**config.mk**
```make
export PLATFORM = sky130hd
export DESIGN_NAME = bc3_ycocg_block_decoder
export DESIGN_NICKNAME = d
export VERILOG_FILES = /design/src/design/bc3_pkg.sv /design/src/design/bc3_ycocg_block_decoder.sv /design/src/design/bc3_seq.sv /design/src/design/bc3_pal.sv /design/src/design/bc3_ycc.sv
export SDC_FILE = /design/constraint.sdc
export NUM_CORES = 2
export LEC_CHECK = 0
export CAP_MARGIN = 25
export CORE_MARGIN = 1
export CORE_UTILIZATION = 26
export CTS_CLUSTER_SIZE = 30
export DETAILED_ROUTE_END_ITERATION = 12
export DONT_BUFFER_PORTS = 1
export PLACE_DENSITY = 0.35
export SYNTH_ARGS = -nofsm -noshare
export SYNTH_HDL_FRONTEND = slang
export SYNTH_HIERARCHICAL = 1
export SYNTH_SLANG_ARGS = --single-unit
```
**constraint.sdc**
```tcl
create_clock -name clk -period 17.2 [get_ports clk]
set_input_delay 1.72 -clock clk [delete_from_list [all_inputs] [get_ports clk]]
set_output_delay 1.72 -clock clk [all_outputs]
set_load 0.1 [all_outputs]
```
**src/design/bc3_pkg.sv**
```systemverilog
// Shared widths and beat structures for the BC3 / scaled-YCoCg block decoder.
// No dependencies; every design module imports this package.
package bc3_pkg;

    localparam int BLK_W     = 64;
    localparam int CH_W      = 8;
    localparam int PIX_W     = 4;
    localparam int NUM_PIX   = 16;
    localparam int AIDX_W    = 3;
    localparam int CIDX_W    = 2;
    localparam int C565_W    = 16;
    localparam int AIDX_LSB  = 16;
    localparam int CIDX_LSB  = 32;

    // Per-pixel selection taken from the held block.
    typedef struct packed {
        logic [CH_W-1:0]   e0;
        logic [CH_W-1:0]   e1;
        logic [AIDX_W-1:0] ai;
        logic [C565_W-1:0] c0;
        logic [C565_W-1:0] c1;
        logic [CIDX_W-1:0] ci;
    } blk_sel_t;

    // Position tag that travels with every pixel beat.
    typedef struct packed {
        logic [PIX_W-1:0] pix;
        logic             last;
    } pix_tag_t;

    // One decoded pixel.
    typedef struct packed {
        logic [CH_W-1:0] red;
        logic [CH_W-1:0] green;
        logic [CH_W-1:0] blue;
        logic [CH_W-1:0] alpha;
    } rgba_t;

endpackage

```
**src/design/bc3_ycocg_block_decoder.sv**
```systemverilog
// BC3 block decoder with optional scaled-YCoCg conversion: 16 pixels per block, one per cycle
// while the output is not stalled. The first pixel of an accepted block passes through the
// sequencer, both palette stages, the conversion stage and the output register;
// the next block is taken in the cycle its predecessor's last pixel leaves the sequencer.
// Reset clears all valid bits and the sequencer and sets ycocg_enable to 1.
module bc3_ycocg_block_decoder (
    input  logic                      clk,
    input  logic                      rst_n,
    input  logic                      cfg_valid,
    output logic                      cfg_ready,
    input  logic                      cfg_data,
    input  logic                      in_valid,
    output logic                      in_stall,
    input  logic [bc3_pkg::BLK_W-1:0] alpha_block,
    input  logic [bc3_pkg::BLK_W-1:0] color_block,
    output logic                      out_valid,
    input  logic                      out_stall,
    output logic [bc3_pkg::PIX_W-1:0] pixel_index,
    output logic [bc3_pkg::CH_W-1:0]  red,
    output logic [bc3_pkg::CH_W-1:0]  green,
    output logic [bc3_pkg::CH_W-1:0]  blue,
    output logic [bc3_pkg::CH_W-1:0]  alpha,
    output logic                      last_pixel
);
    import bc3_pkg::*;

    logic      ycocg_enable_reg;
    logic      adv;
    logic      sel_valid;
    blk_sel_t  sel;
    pix_tag_t  sel_tag;
    logic      px_valid;
    rgba_t     px;
    pix_tag_t  px_tag;
    rgba_t     out_px;
    pix_tag_t  out_tag;

    // Configuration register; a write beat is always taken.
    assign cfg_ready = 1'b1;

    always_ff @(posedge clk or negedge rst_n)
    begin
        if (!rst_n)
        begin
            ycocg_enable_reg <= 1'b1;
        end
        else if (cfg_valid && cfg_ready)
        begin
            ycocg_enable_reg <= cfg_data;
        end
    end

    // The whole pipeline moves whenever the output register is empty or being taken.
    assign adv = !out_valid || !out_stall;

    bc3_seq u_seq (
        .clk         (clk),
        .rst_n       (rst_n),
        .adv         (adv),
        .in_valid    (in_valid),
        .in_stall    (in_stall),
        .alpha_block (alpha_block),
        .color_block (color_block),
        .sel_valid   (sel_valid),
        .sel         (sel),
        .sel_tag     (sel_tag)
    );

    bc3_pal u_pal (
        .clk       (clk),
        .rst_n     (rst_n),
        .adv       (adv),
        .sel_valid (sel_valid),
        .sel       (sel),
        .sel_tag   (sel_tag),
        .px_valid  (px_valid),
        .px        (px),
        .px_tag    (px_tag)
    );

    bc3_ycc u_ycc (
        .clk          (clk),
        .rst_n        (rst_n),
        .adv          (adv),
        .ycocg_enable (ycocg_enable_reg),
        .px_valid     (px_valid),
        .px           (px),
        .px_tag       (px_tag),
        .out_valid    (out_valid),
        .out_px       (out_px),
        .out_tag      (out_tag)
    );

    // Result ports.
    assign pixel_index = out_tag.pix;
    assign last_pixel  = out_tag.last;
    assign red         = out_px.red;
    assign green       = out_px.green;
    assign blue        = out_px.blue;
    assign alpha       = out_px.alpha;

endmodule

```
**src/design/bc3_seq.sv**
```systemverilog
// Block holding register and pixel sequencer: issues one pixel selection per cycle
// while adv is high. Depends on bc3_pkg.
module bc3_seq (
    input  logic                    clk,
    input  logic                    rst_n,
    input  logic                    adv,
    input  logic                    in_valid,
    output logic                    in_stall,
    input  logic [bc3_pkg::BLK_W-1:0] alpha_block,
    input  logic [bc3_pkg::BLK_W-1:0] color_block,
    output logic                    sel_valid,
    output bc3_pkg::blk_sel_t       sel,
    output bc3_pkg::pix_tag_t       sel_tag
);
    import bc3_pkg::*;

    logic             busy_reg, busy_next;
    logic [PIX_W-1:0] cnt_reg, cnt_next;
    logic [BLK_W-1:0] ablk_reg;
    logic [BLK_W-1:0] cblk_reg;
    logic             issue;
    logic             done;
    logic             accept;

    // A new block may load in the same cycle as the last pixel of the current one leaves.
    assign issue    = busy_reg && adv;
    assign done     = issue && (cnt_reg == PIX_W'(NUM_PIX - 1));
    assign in_stall = busy_reg && !done;
    assign accept   = in_valid && !in_stall;

    // Sequencer next state.
    always_comb
    begin
        busy_next = busy_reg;
        cnt_next  = cnt_reg;
        if (issue)
        begin
            cnt_next = cnt_reg + PIX_W'(1);
        end
        if (done)
        begin
            busy_next = 1'b0;
        end
        if (accept)
        begin
            busy_next = 1'b1;
            cnt_next  = '0;
        end
    end

    always_ff @(posedge clk or negedge rst_n)
    begin
        if (!rst_n)
        begin
            busy_reg <= 1'b0;
            cnt_reg  <= '0;
        end
        else
        begin
            busy_reg <= busy_next;
            cnt_reg  <= cnt_next;
        end
    end

    // Block payload is captured on the accepted beat only.
    always_ff @(posedge clk)
    begin
        if (accept)
        begin
            ablk_reg <= alpha_block;
            cblk_reg <= color_block;
        end
    end

    // Pick out the endpoints and this pixel's indices.
    always_comb
    begin
        sel.e0 = ablk_reg[CH_W-1:0];
        sel.e1 = ablk_reg[2*CH_W-1:CH_W];
        sel.ai = ablk_reg[AIDX_LSB + AIDX_W*int'(cnt_reg) +: AIDX_W];
        sel.c0 = cblk_reg[C565_W-1:0];
        sel.c1 = cblk_reg[2*C565_W-1:C565_W];
        sel.ci = cblk_reg[CIDX_LSB + CIDX_W*int'(cnt_reg) +: CIDX_W];
        sel_tag.pix  = cnt_reg;
        sel_tag.last = (cnt_reg == PIX_W'(NUM_PIX - 1));
    end

    assign sel_valid = busy_reg;

endmodule

```
**src/design/bc3_pal.sv**
```systemverilog
// Palette and alpha decode: stage one forms the interpolation numerators,
// stage two divides by the small constants. Depends on bc3_pkg.
module bc3_pal (
    input  logic              clk,
    input  logic              rst_n,
    input  logic              adv,
    input  logic              sel_valid,
    input  bc3_pkg::blk_sel_t sel,
    input  bc3_pkg::pix_tag_t sel_tag,
    output logic              px_valid,
    output bc3_pkg::rgba_t    px,
    output bc3_pkg::pix_tag_t px_tag
);
    import bc3_pkg::*;

    localparam int NUM_W  = 11;
    localparam int PROD_W = 22;
    localparam int NCH    = 4;

    typedef enum logic [2:0] {DIV_NONE, DIV_2, DIV_3, DIV_5, DIV_7} div_kind_t;

    // Division of a numerator by a constant through a scaled reciprocal.
    // Each reciprocal is exact over the numerator range that reaches it.
    function automatic logic [CH_W-1:0] div_const(input logic [NUM_W-1:0] num,
                                                  input div_kind_t kind);
        logic [PROD_W-1:0] p3;
        logic [PROD_W-1:0] p5;
        logic [PROD_W-1:0] p7;
        logic [CH_W-1:0]   q;
        p3 = PROD_W'(num) * PROD_W'(683);
        p5 = PROD_W'(num) * PROD_W'(1639);
        p7 = PROD_W'(num) * PROD_W'(2341);
        case (kind)
            DIV_NONE: q = num[CH_W-1:0];
            DIV_2:    q = num[CH_W:1];
            DIV_3:    q = p3[18:11];
            DIV_5:    q = p5[20:13];
            DIV_7:    q = p7[21:14];
            default:  q = num[CH_W-1:0];
        endcase
        return q;
    endfunction

    // RGB565 to 8-bit channels by bit replication, packed red, green, blue.
    function automatic logic [3*CH_W-1:0] expand565(input logic [C565_W-1:0] c);
        logic [4:0] r;
        logic [5:0] g;
        logic [4:0] b;
        r = c[15:11];
        g = c[10:5];
        b = c[4:0];
        return {r, r[4:2], g, g[5:4], b, b[4:2]};
    endfunction

    logic [3*CH_W-1:0] p0_all, p1_all;
    logic [CH_W-1:0]   p0 [3];
    logic [CH_W-1:0]   p1 [3];
    logic              four;
    logic [NUM_W-1:0]  num_next  [NCH];
    div_kind_t         kind_next [NCH];
    logic [3:0]        w0, w1;
    logic [11:0]       a_sum;

    logic              v1_reg;
    pix_tag_t          tag1_reg;
    logic [NUM_W-1:0]  num_reg  [NCH];
    div_kind_t         kind_reg [NCH];

    logic              v2_reg;
    pix_tag_t          tag2_reg;
    rgba_t             px_reg, px_next;

    assign p0_all = expand565(sel.c0);
    assign p1_all = expand565(sel.c1);
    assign four   = sel.c0 > sel.c1;

    // Colour numerators, channel 0 red, 1 green, 2 blue, then the alpha numerator in channel 3.
    always_comb
    begin
        for (int k = 0; k < 3; k++)
        begin
            p0[k] = p0_all[(2-k)*CH_W +: CH_W];
            p1[k] = p1_all[(2-k)*CH_W +: CH_W];
            case (sel.ci)
                2'd0:
                begin
                    num_next[k]  = NUM_W'(p0[k]);
                    kind_next[k] = DIV_NONE;
                end
                2'd1:
                begin
                    num_next[k]  = NUM_W'(p1[k]);
                    kind_next[k] = DIV_NONE;
                end
                2'd2:
                begin
                    if (four)
                    begin
                        num_next[k]  = (NUM_W'(p0[k]) << 1) + NUM_W'(p1[k]);
                        kind_next[k] = DIV_3;
                    end
                    else
                    begin
                        num_next[k]  = NUM_W'(p0[k]) + NUM_W'(p1[k]);
                        kind_next[k] = DIV_2;
                    end
                end
                default:
                begin
                    if (four)
                    begin
                        num_next[k]  = (NUM_W'(p1[k]) << 1) + NUM_W'(p0[k]);
                        kind_next[k] = DIV_3;
                    end
                    else
                    begin
                        num_next[k]  = '0;
                        kind_next[k] = DIV_NONE;
                    end
                end
            endcase
        end

        // Alpha: eight-step mode when e0 > e1, else six-step with fixed 0 and 255.
        w0    = '0;
        w1    = 4'(sel.ai) - 4'd1;
        a_sum = '0;
        if (sel.ai == 3'd0)
        begin
            num_next[3]  = NUM_W'(sel.e0);
            kind_next[3] = DIV_NONE;
        end
        else if (sel.ai == 3'd1)
        begin
            num_next[3]  = NUM_W'(sel.e1);
            kind_next[3] = DIV_NONE;
        end
        else if (sel.e0 > sel.e1)
        begin
            w0           = 4'd8 - 4'(sel.ai);
            a_sum        = 12'(w0) * 12'(sel.e0) + 12'(w1) * 12'(sel.e1);
            num_next[3]  = a_sum[NUM_W-1:0];
            kind_next[3] = DIV_7;
        end
        else if (sel.ai == 3'd6)
        begin
            num_next[3]  = '0;
            kind_next[3] = DIV_NONE;
        end
        else if (sel.ai == 3'd7)
        begin
            num_next[3]  = NUM_W'(255);
            kind_next[3] = DIV_NONE;
        end
        else
        begin
            w0           = 4'd6 - 4'(sel.ai);
            a_sum        = 12'(w0) * 12'(sel.e0) + 12'(w1) * 12'(sel.e1);
            num_next[3]  = a_sum[NUM_W-1:0];
            kind_next[3] = DIV_5;
        end
    end

    // Stage one and stage two valid bits.
    always_ff @(posedge clk or negedge rst_n)
    begin
        if (!rst_n)
        begin
            v1_reg <= 1'b0;
            v2_reg <= 1'b0;
        end
        else if (adv)
        begin
            v1_reg <= sel_valid;
            v2_reg <= v1_reg;
        end
    end

    // Stage one payload.
    always_ff @(posedge clk)
    begin
        if (adv)
        begin
            tag1_reg <= sel_tag;
            for (int k = 0; k < NCH; k++)
            begin
                num_reg[k]  <= num_next[k];
                kind_reg[k] <= kind_next[k];
            end
        end
    end

    // Stage two: constant divisions.
    always_comb
    begin
        px_next.red   = div_const(num_reg[0], kind_reg[0]);
        px_next.green = div_const(num_reg[1], kind_reg[1]);
        px_next.blue  = div_const(num_reg[2], kind_reg[2]);
        px_next.alpha = div_const(num_reg[3], kind_reg[3]);
    end

    always_ff @(posedge clk)
    begin
        if (adv)
        begin
            tag2_reg <= tag1_reg;
            px_reg   <= px_next;
        end
    end

    assign px_valid = v2_reg;
    assign px       = px_reg;
    assign px_tag   = tag2_reg;

endmodule

```
**src/design/bc3_ycc.sv**
```systemverilog
// Scaled-YCoCg to RGB conversion (reciprocal multiply stage, then sum and clamp)
// and the output register. Depends on bc3_pkg.
module bc3_ycc (
    input  logic              clk,
    input  logic              rst_n,
    input  logic              adv,
    input  logic              ycocg_enable,
    input  logic              px_valid,
    input  bc3_pkg::rgba_t    px,
    input  bc3_pkg::pix_tag_t px_tag,
    output logic              out_valid,
    output bc3_pkg::rgba_t    out_px,
    output bc3_pkg::pix_tag_t out_tag
);
    import bc3_pkg::*;

    localparam int RCP_W  = 17;
    localparam int PROD_W = 25;
    localparam int Q_W    = 9;
    localparam int SUM_W  = 11;

    // Reciprocal ceil(65536 / s) for scale s = code + 1; exact for magnitudes up to 128.
    function automatic logic [RCP_W-1:0] recip_lut(input logic [4:0] code);
        logic [RCP_W-1:0] r;
        case (code)
            5'd0:  r = RCP_W'(65536);
            5'd1:  r = RCP_W'(32768);
            5'd2:  r = RCP_W'(21846);
            5'd3:  r = RCP_W'(16384);
            5'd4:  r = RCP_W'(13108);
            5'd5:  r = RCP_W'(10923);
            5'd6:  r = RCP_W'(9363);
            5'd7:  r = RCP_W'(8192);
            5'd8:  r = RCP_W'(7282);
            5'd9:  r = RCP_W'(6554);
            5'd10: r = RCP_W'(5958);
            5'd11: r = RCP_W'(5462);
            5'd12: r = RCP_W'(5042);
            5'd13: r = RCP_W'(4682);
            5'd14: r = RCP_W'(4370);
            5'd15: r = RCP_W'(4096);
            5'd16: r = RCP_W'(3856);
            5'd17: r = RCP_W'(3641);
            5'd18: r = RCP_W'(3450);
            5'd19: r = RCP_W'(3277);
            5'd20: r = RCP_W'(3121);
            5'd21: r = RCP_W'(2979);
            5'd22: r = RCP_W'(2850);
            5'd23: r = RCP_W'(2731);
            5'd24: r = RCP_W'(2622);
            5'd25: r = RCP_W'(2521);
            5'd26: r = RCP_W'(2428);
            5'd27: r = RCP_W'(2341);
            5'd28: r = RCP_W'(2260);
            5'd29: r = RCP_W'(2185);
            5'd30: r = RCP_W'(2115);
            default: r = RCP_W'(2048);
        endcase
        return r;
    endfunction

    function automatic logic [CH_W-1:0] clamp_byte(input logic signed [SUM_W-1:0] v);
        logic [CH_W-1:0] c;
        if (v < 0)
        begin
            c = '0;
        end
        else if (v > SUM_W'(255))
        begin
            c = '1;
        end
        else
        begin
            c = v[CH_W-1:0];
        end
        return c;
    endfunction

    logic [CH_W-1:0]   mag_g, mag_r;
    logic [RCP_W-1:0]  rcp;

    logic              v3_reg;
    pix_tag_t          tag3_reg;
    rgba_t             pass_reg;
    logic [PROD_W-1:0] prod_g_reg, prod_r_reg;
    logic              neg_g_reg, neg_r_reg;

    logic [Q_W-1:0]           q_g, q_r;
    logic signed [SUM_W-1:0]  cg, co, y;
    logic signed [SUM_W-1:0]  sum_r, sum_g, sum_b;
    rgba_t                    conv, out_next;

    logic              out_valid_reg;
    pix_tag_t          out_tag_reg;
    rgba_t             out_px_reg;

    // Stage three: magnitudes of chroma offsets from 128, times the scale reciprocal.
    assign mag_g = px.green[7] ? {1'b0, px.green[6:0]} : CH_W'(9'd128 - 9'(px.green));
    assign mag_r = px.red[7]   ? {1'b0, px.red[6:0]}   : CH_W'(9'd128 - 9'(px.red));
    assign rcp   = recip_lut(px.blue[7:3]);

    always_ff @(posedge clk)
    begin
        if (adv)
        begin
            tag3_reg   <= px_tag;
            pass_reg   <= px;
            prod_g_reg <= PROD_W'(mag_g) * PROD_W'(rcp);
            prod_r_reg <= PROD_W'(mag_r) * PROD_W'(rcp);
            neg_g_reg  <= !px.green[7];
            neg_r_reg  <= !px.red[7];
        end
    end

    // Stage four: signed quotients, recombination and clamping, or the pass-through pixel.
    always_comb
    begin
        q_g   = prod_g_reg[PROD_W-1:16];
        q_r   = prod_r_reg[PROD_W-1:16];
        cg    = neg_g_reg ? -$signed(SUM_W'(q_g)) : $signed(SUM_W'(q_g));
        co    = neg_r_reg ? -$signed(SUM_W'(q_r)) : $signed(SUM_W'(q_r));
        y     = $signed(SUM_W'(pass_reg.alpha));
        sum_r = y + co - cg;
        sum_g = y + cg;
        sum_b = y - co - cg;
        conv.red   = clamp_byte(sum_r);
        conv.green = clamp_byte(sum_g);
        conv.blue  = clamp_byte(sum_b);
        conv.alpha = '1;
        out_next   = ycocg_enable ? conv : pass_reg;
    end

    always_ff @(posedge clk or negedge rst_n)
    begin
        if (!rst_n)
        begin
            v3_reg        <= 1'b0;
            out_valid_reg <= 1'b0;
        end
        else if (adv)
        begin
            v3_reg        <= px_valid;
            out_valid_reg <= v3_reg;
        end
    end

    // Output register.
    always_ff @(posedge clk)
    begin
        if (adv)
        begin
            out_tag_reg <= tag3_reg;
            out_px_reg  <= out_next;
        end
    end

    assign out_valid = out_valid_reg;
    assign out_px    = out_px_reg;
    assign out_tag   = out_tag_reg;

endmodule

```
==> flow_metrics.tcl <==
set metrics [dict create \
    clock_latency_ns 0.65 \
    end_kind "register" \
    core_region_area_um2 166000 \
    syn_inst 4285 \
    first_pass_iters 5 \
    grt-ovfl-total 0 \
    root_buffer "clkbuf_16" \
    hold_end "u_ycc/pass_reg[2]" \
    htree_levels 2 \
    vias 28786 \
    hp-start "u_pal/px[2]" \
    grt_max_degree 72 \
    yosysWarningCount 6 \
    worst_slew_pin_slew_ns 1.03 \
    hold_depth 0 \
    cts_resized 0 \
    r2r-end "u_pal/num_reg[3][10]" \
    status "complete, no violations" \
    cp_top_family "adder cells" \
    dp_hpwl_mm 95.2 \
    start_util 0.263 \
    gp_congestion 0.792 \
    drc 0 \
    fillers 17459 \
    grt_pass1_wl_mm 184 \
    relSlewSlack 0.316 \
    rsz0062_at_grt "false" \
    cts_buffers 45 \
    cp-start-kind "register" \
    avgRoutedWirePerCell_um 18.2 \
    synth_area_per_cell_um2 10.1 \
    rr_worst_depth 25 \
    layout-drive-gt1-share 0.0576 \
    critPathArrivalTime_ns 8.20 \
    syn_to_final_growth_pct 9.01 \
    path_common_cell "ha_1" \
    clk_pin_slew_worst_paths_ns 0.07 \
    cts_tree "built" \
    fp.dieW_um 411 \
    grt_pass1_vias 31185 \
    timing.fmax_mhz 128 \
    setup_viol 0 \
    synthArstFlopShare 0.0313 \
    hp-class "register to register" \
    num_rows 149 \
    ys.flop_type "edfxtp_1" \
    fin_nets 5579 \
    grt.total_usage 0.141 \
    slowest_stage "dfrtp_2" \
    synth_seq_cells 319 \
    die-area_um2 169000 \
    required_ns 17.58 \
    slew_violations 0 \
    antenna_found_initial 13 \
    tns_ns 0 \
    top_level_ports 174 \
    dr.first_iter.drc_count 1189 \
    ys_types 95 \
    ys_seq_area_frac 0.219 \
    antenna_left 0 \
    path_class "register to register" \
    vias_per_cell 4.45 \
    worst-path-buf-inv 3 \
    drt_wl_total_mm 118 \
    cp_max_fo 32 \
    die_y_um 411 \
    period_minus_slack_ns 7.82 \
    syn_area_um2 43500 \
    post_cts_buffers 0 \
    cts_sinks 319 \
    hold_violations 0 \
    clock_skew_ns 0.0656 \
    timing.rr.start "u_seq/cnt_reg[0]" \
    fin_crit_sh 0.455 \
    cts_buffer_depth 3 \
    regToRegSetupSlack_ns 9.38 \
    holdBufCountCts 0 \
    synth_edf_count 309 \
    slowest_delay_ns 0.90 \
    portBuffers 0 \
    drv_cap 0 \
]
==> logic make-up after synthesis <==
kind of cell | share of synthesized area
other | 0.000173
buffers and inverters | 0.0853
AOI/OAI and AO/OA | 0.0944
DFF | 0.219
adders and majority gates | 0.427
and+or+nand+nor | 0.0955
xor gates and xnor gates | 0.0467
muxes | 0.0317
==> layer usage <==
| metal | part of all wire | up-vias | track usage |
|---|---|---|---|
| li1 | - | 14197 | - |
| met1 | 0.50 | 14097 | 0.201 |
| met2 | 0.45 | 371 | 0.228 |
| met3 | 0.030 | 113 | 0.0188 |
| met4 | 0.016 | 8 | 0.0269 |
| met5 | 0.00059 | - | 0 |
==> cells in the final DEF (no fill, tap or decap), drive strengths merged, types with 33 or more instances in the layout <==
cell type | netlist | layout
a21o | 80 | 80
a21oi | 161 | 161
and2 | 39 | 39
buf | 74 | 50
clkbuf | 74 | 51
edfxtp | 309 | 309
fa | 455 | 455
ha | 755 | 755
inv | 778 | 782
mux2i | 43 | 43
mux4 | 34 | 34
nand2 | 168 | 168
nand2b | 65 | 65
nor2 | 394 | 394
nor2b | 44 | 44
nor3 | 57 | 57
o21ai | 115 | 115
or2 | 33 | 33
xnor2 | 150 | 150
xor2 | 81 | 81
==> final cells by class <==
type / instances / area (um2) / area share
clock inverter: 31 / 349 / 0.00737
inverter: 779 / 2920 / 0.0617
timing repair buffer: 50 / 380 / 0.00803
clock buffer: 51 / 1150 / 0.0242
sequential: 319 / 9530 / 0.201
antenna: 5 / 12.5 / 0.000264
tap: 2189 / 2740 / 0.0578
multi-input combinational: 3040 / 30300 / 0.639
==> synthesized netlist by cell type, drive strengths merged (34+ instances only) <==
master,number,area (um2)
inv,778,2920
ha,755,9450
fa,455,9110
nor2,394,1480
edfxtp,309,9280
nand2,168,633
a21oi,161,825
xnor2,150,1320
o21ai,115,576
xor2,81,709
a21o,80,602
buf,74,508
clkbuf,74,278
nand2b,65,407
nor3,57,337
nor2b,44,283
mux2i,43,430
and2,39,244
mux4,34,766
==> how the worst max path moves through the flow <==
stage / from / end / slack, ns / cells after the start
floorplan: out_stall / u_seq/cnt_reg[0] / 0.49 / 5
global route: u_seq/cnt_reg[0] / u_pal/num_reg[3][10] / 8.73 / 25
finish: u_seq/cnt_reg[0] / u_pal/num_reg[3][10] / 9.38 / 25
CTS: u_seq/cnt_reg[0] / u_pal/num_reg[3][10] / 9.27 / 25
detailed placement: u_seq/cnt_reg[0] / u_pal/num_reg[3][10] / 9.25 / 25
global placement: u_seq/cnt_reg[0] / u_pal/num_reg[3][10] / 9.38 / 25
==> metrics by stage <==
stage / utilization / hold slack, ns / instances / cell area [um2] / setup slack [ns]
after floorplan: - / 0.400 / 4286 / 43500 / 0.490
after global placement: 0.277 / 0.402 / 6375 / 45900 / 9.38
after detailed placement: 0.277 / 0.405 / 6376 / 45900 / 9.25
after CTS: 0.286 / 0.418 / 6458 / 47400 / 9.27
after global routing: 0.286 / 0.421 / 6459 / 47400 / 8.73
final: 0.286 / 0.419 / 6464 / 47400 / 9.38
Power is not shown: default switching activity piles up to over one toggle a cycle in this logic, so the estimate is an artifact.
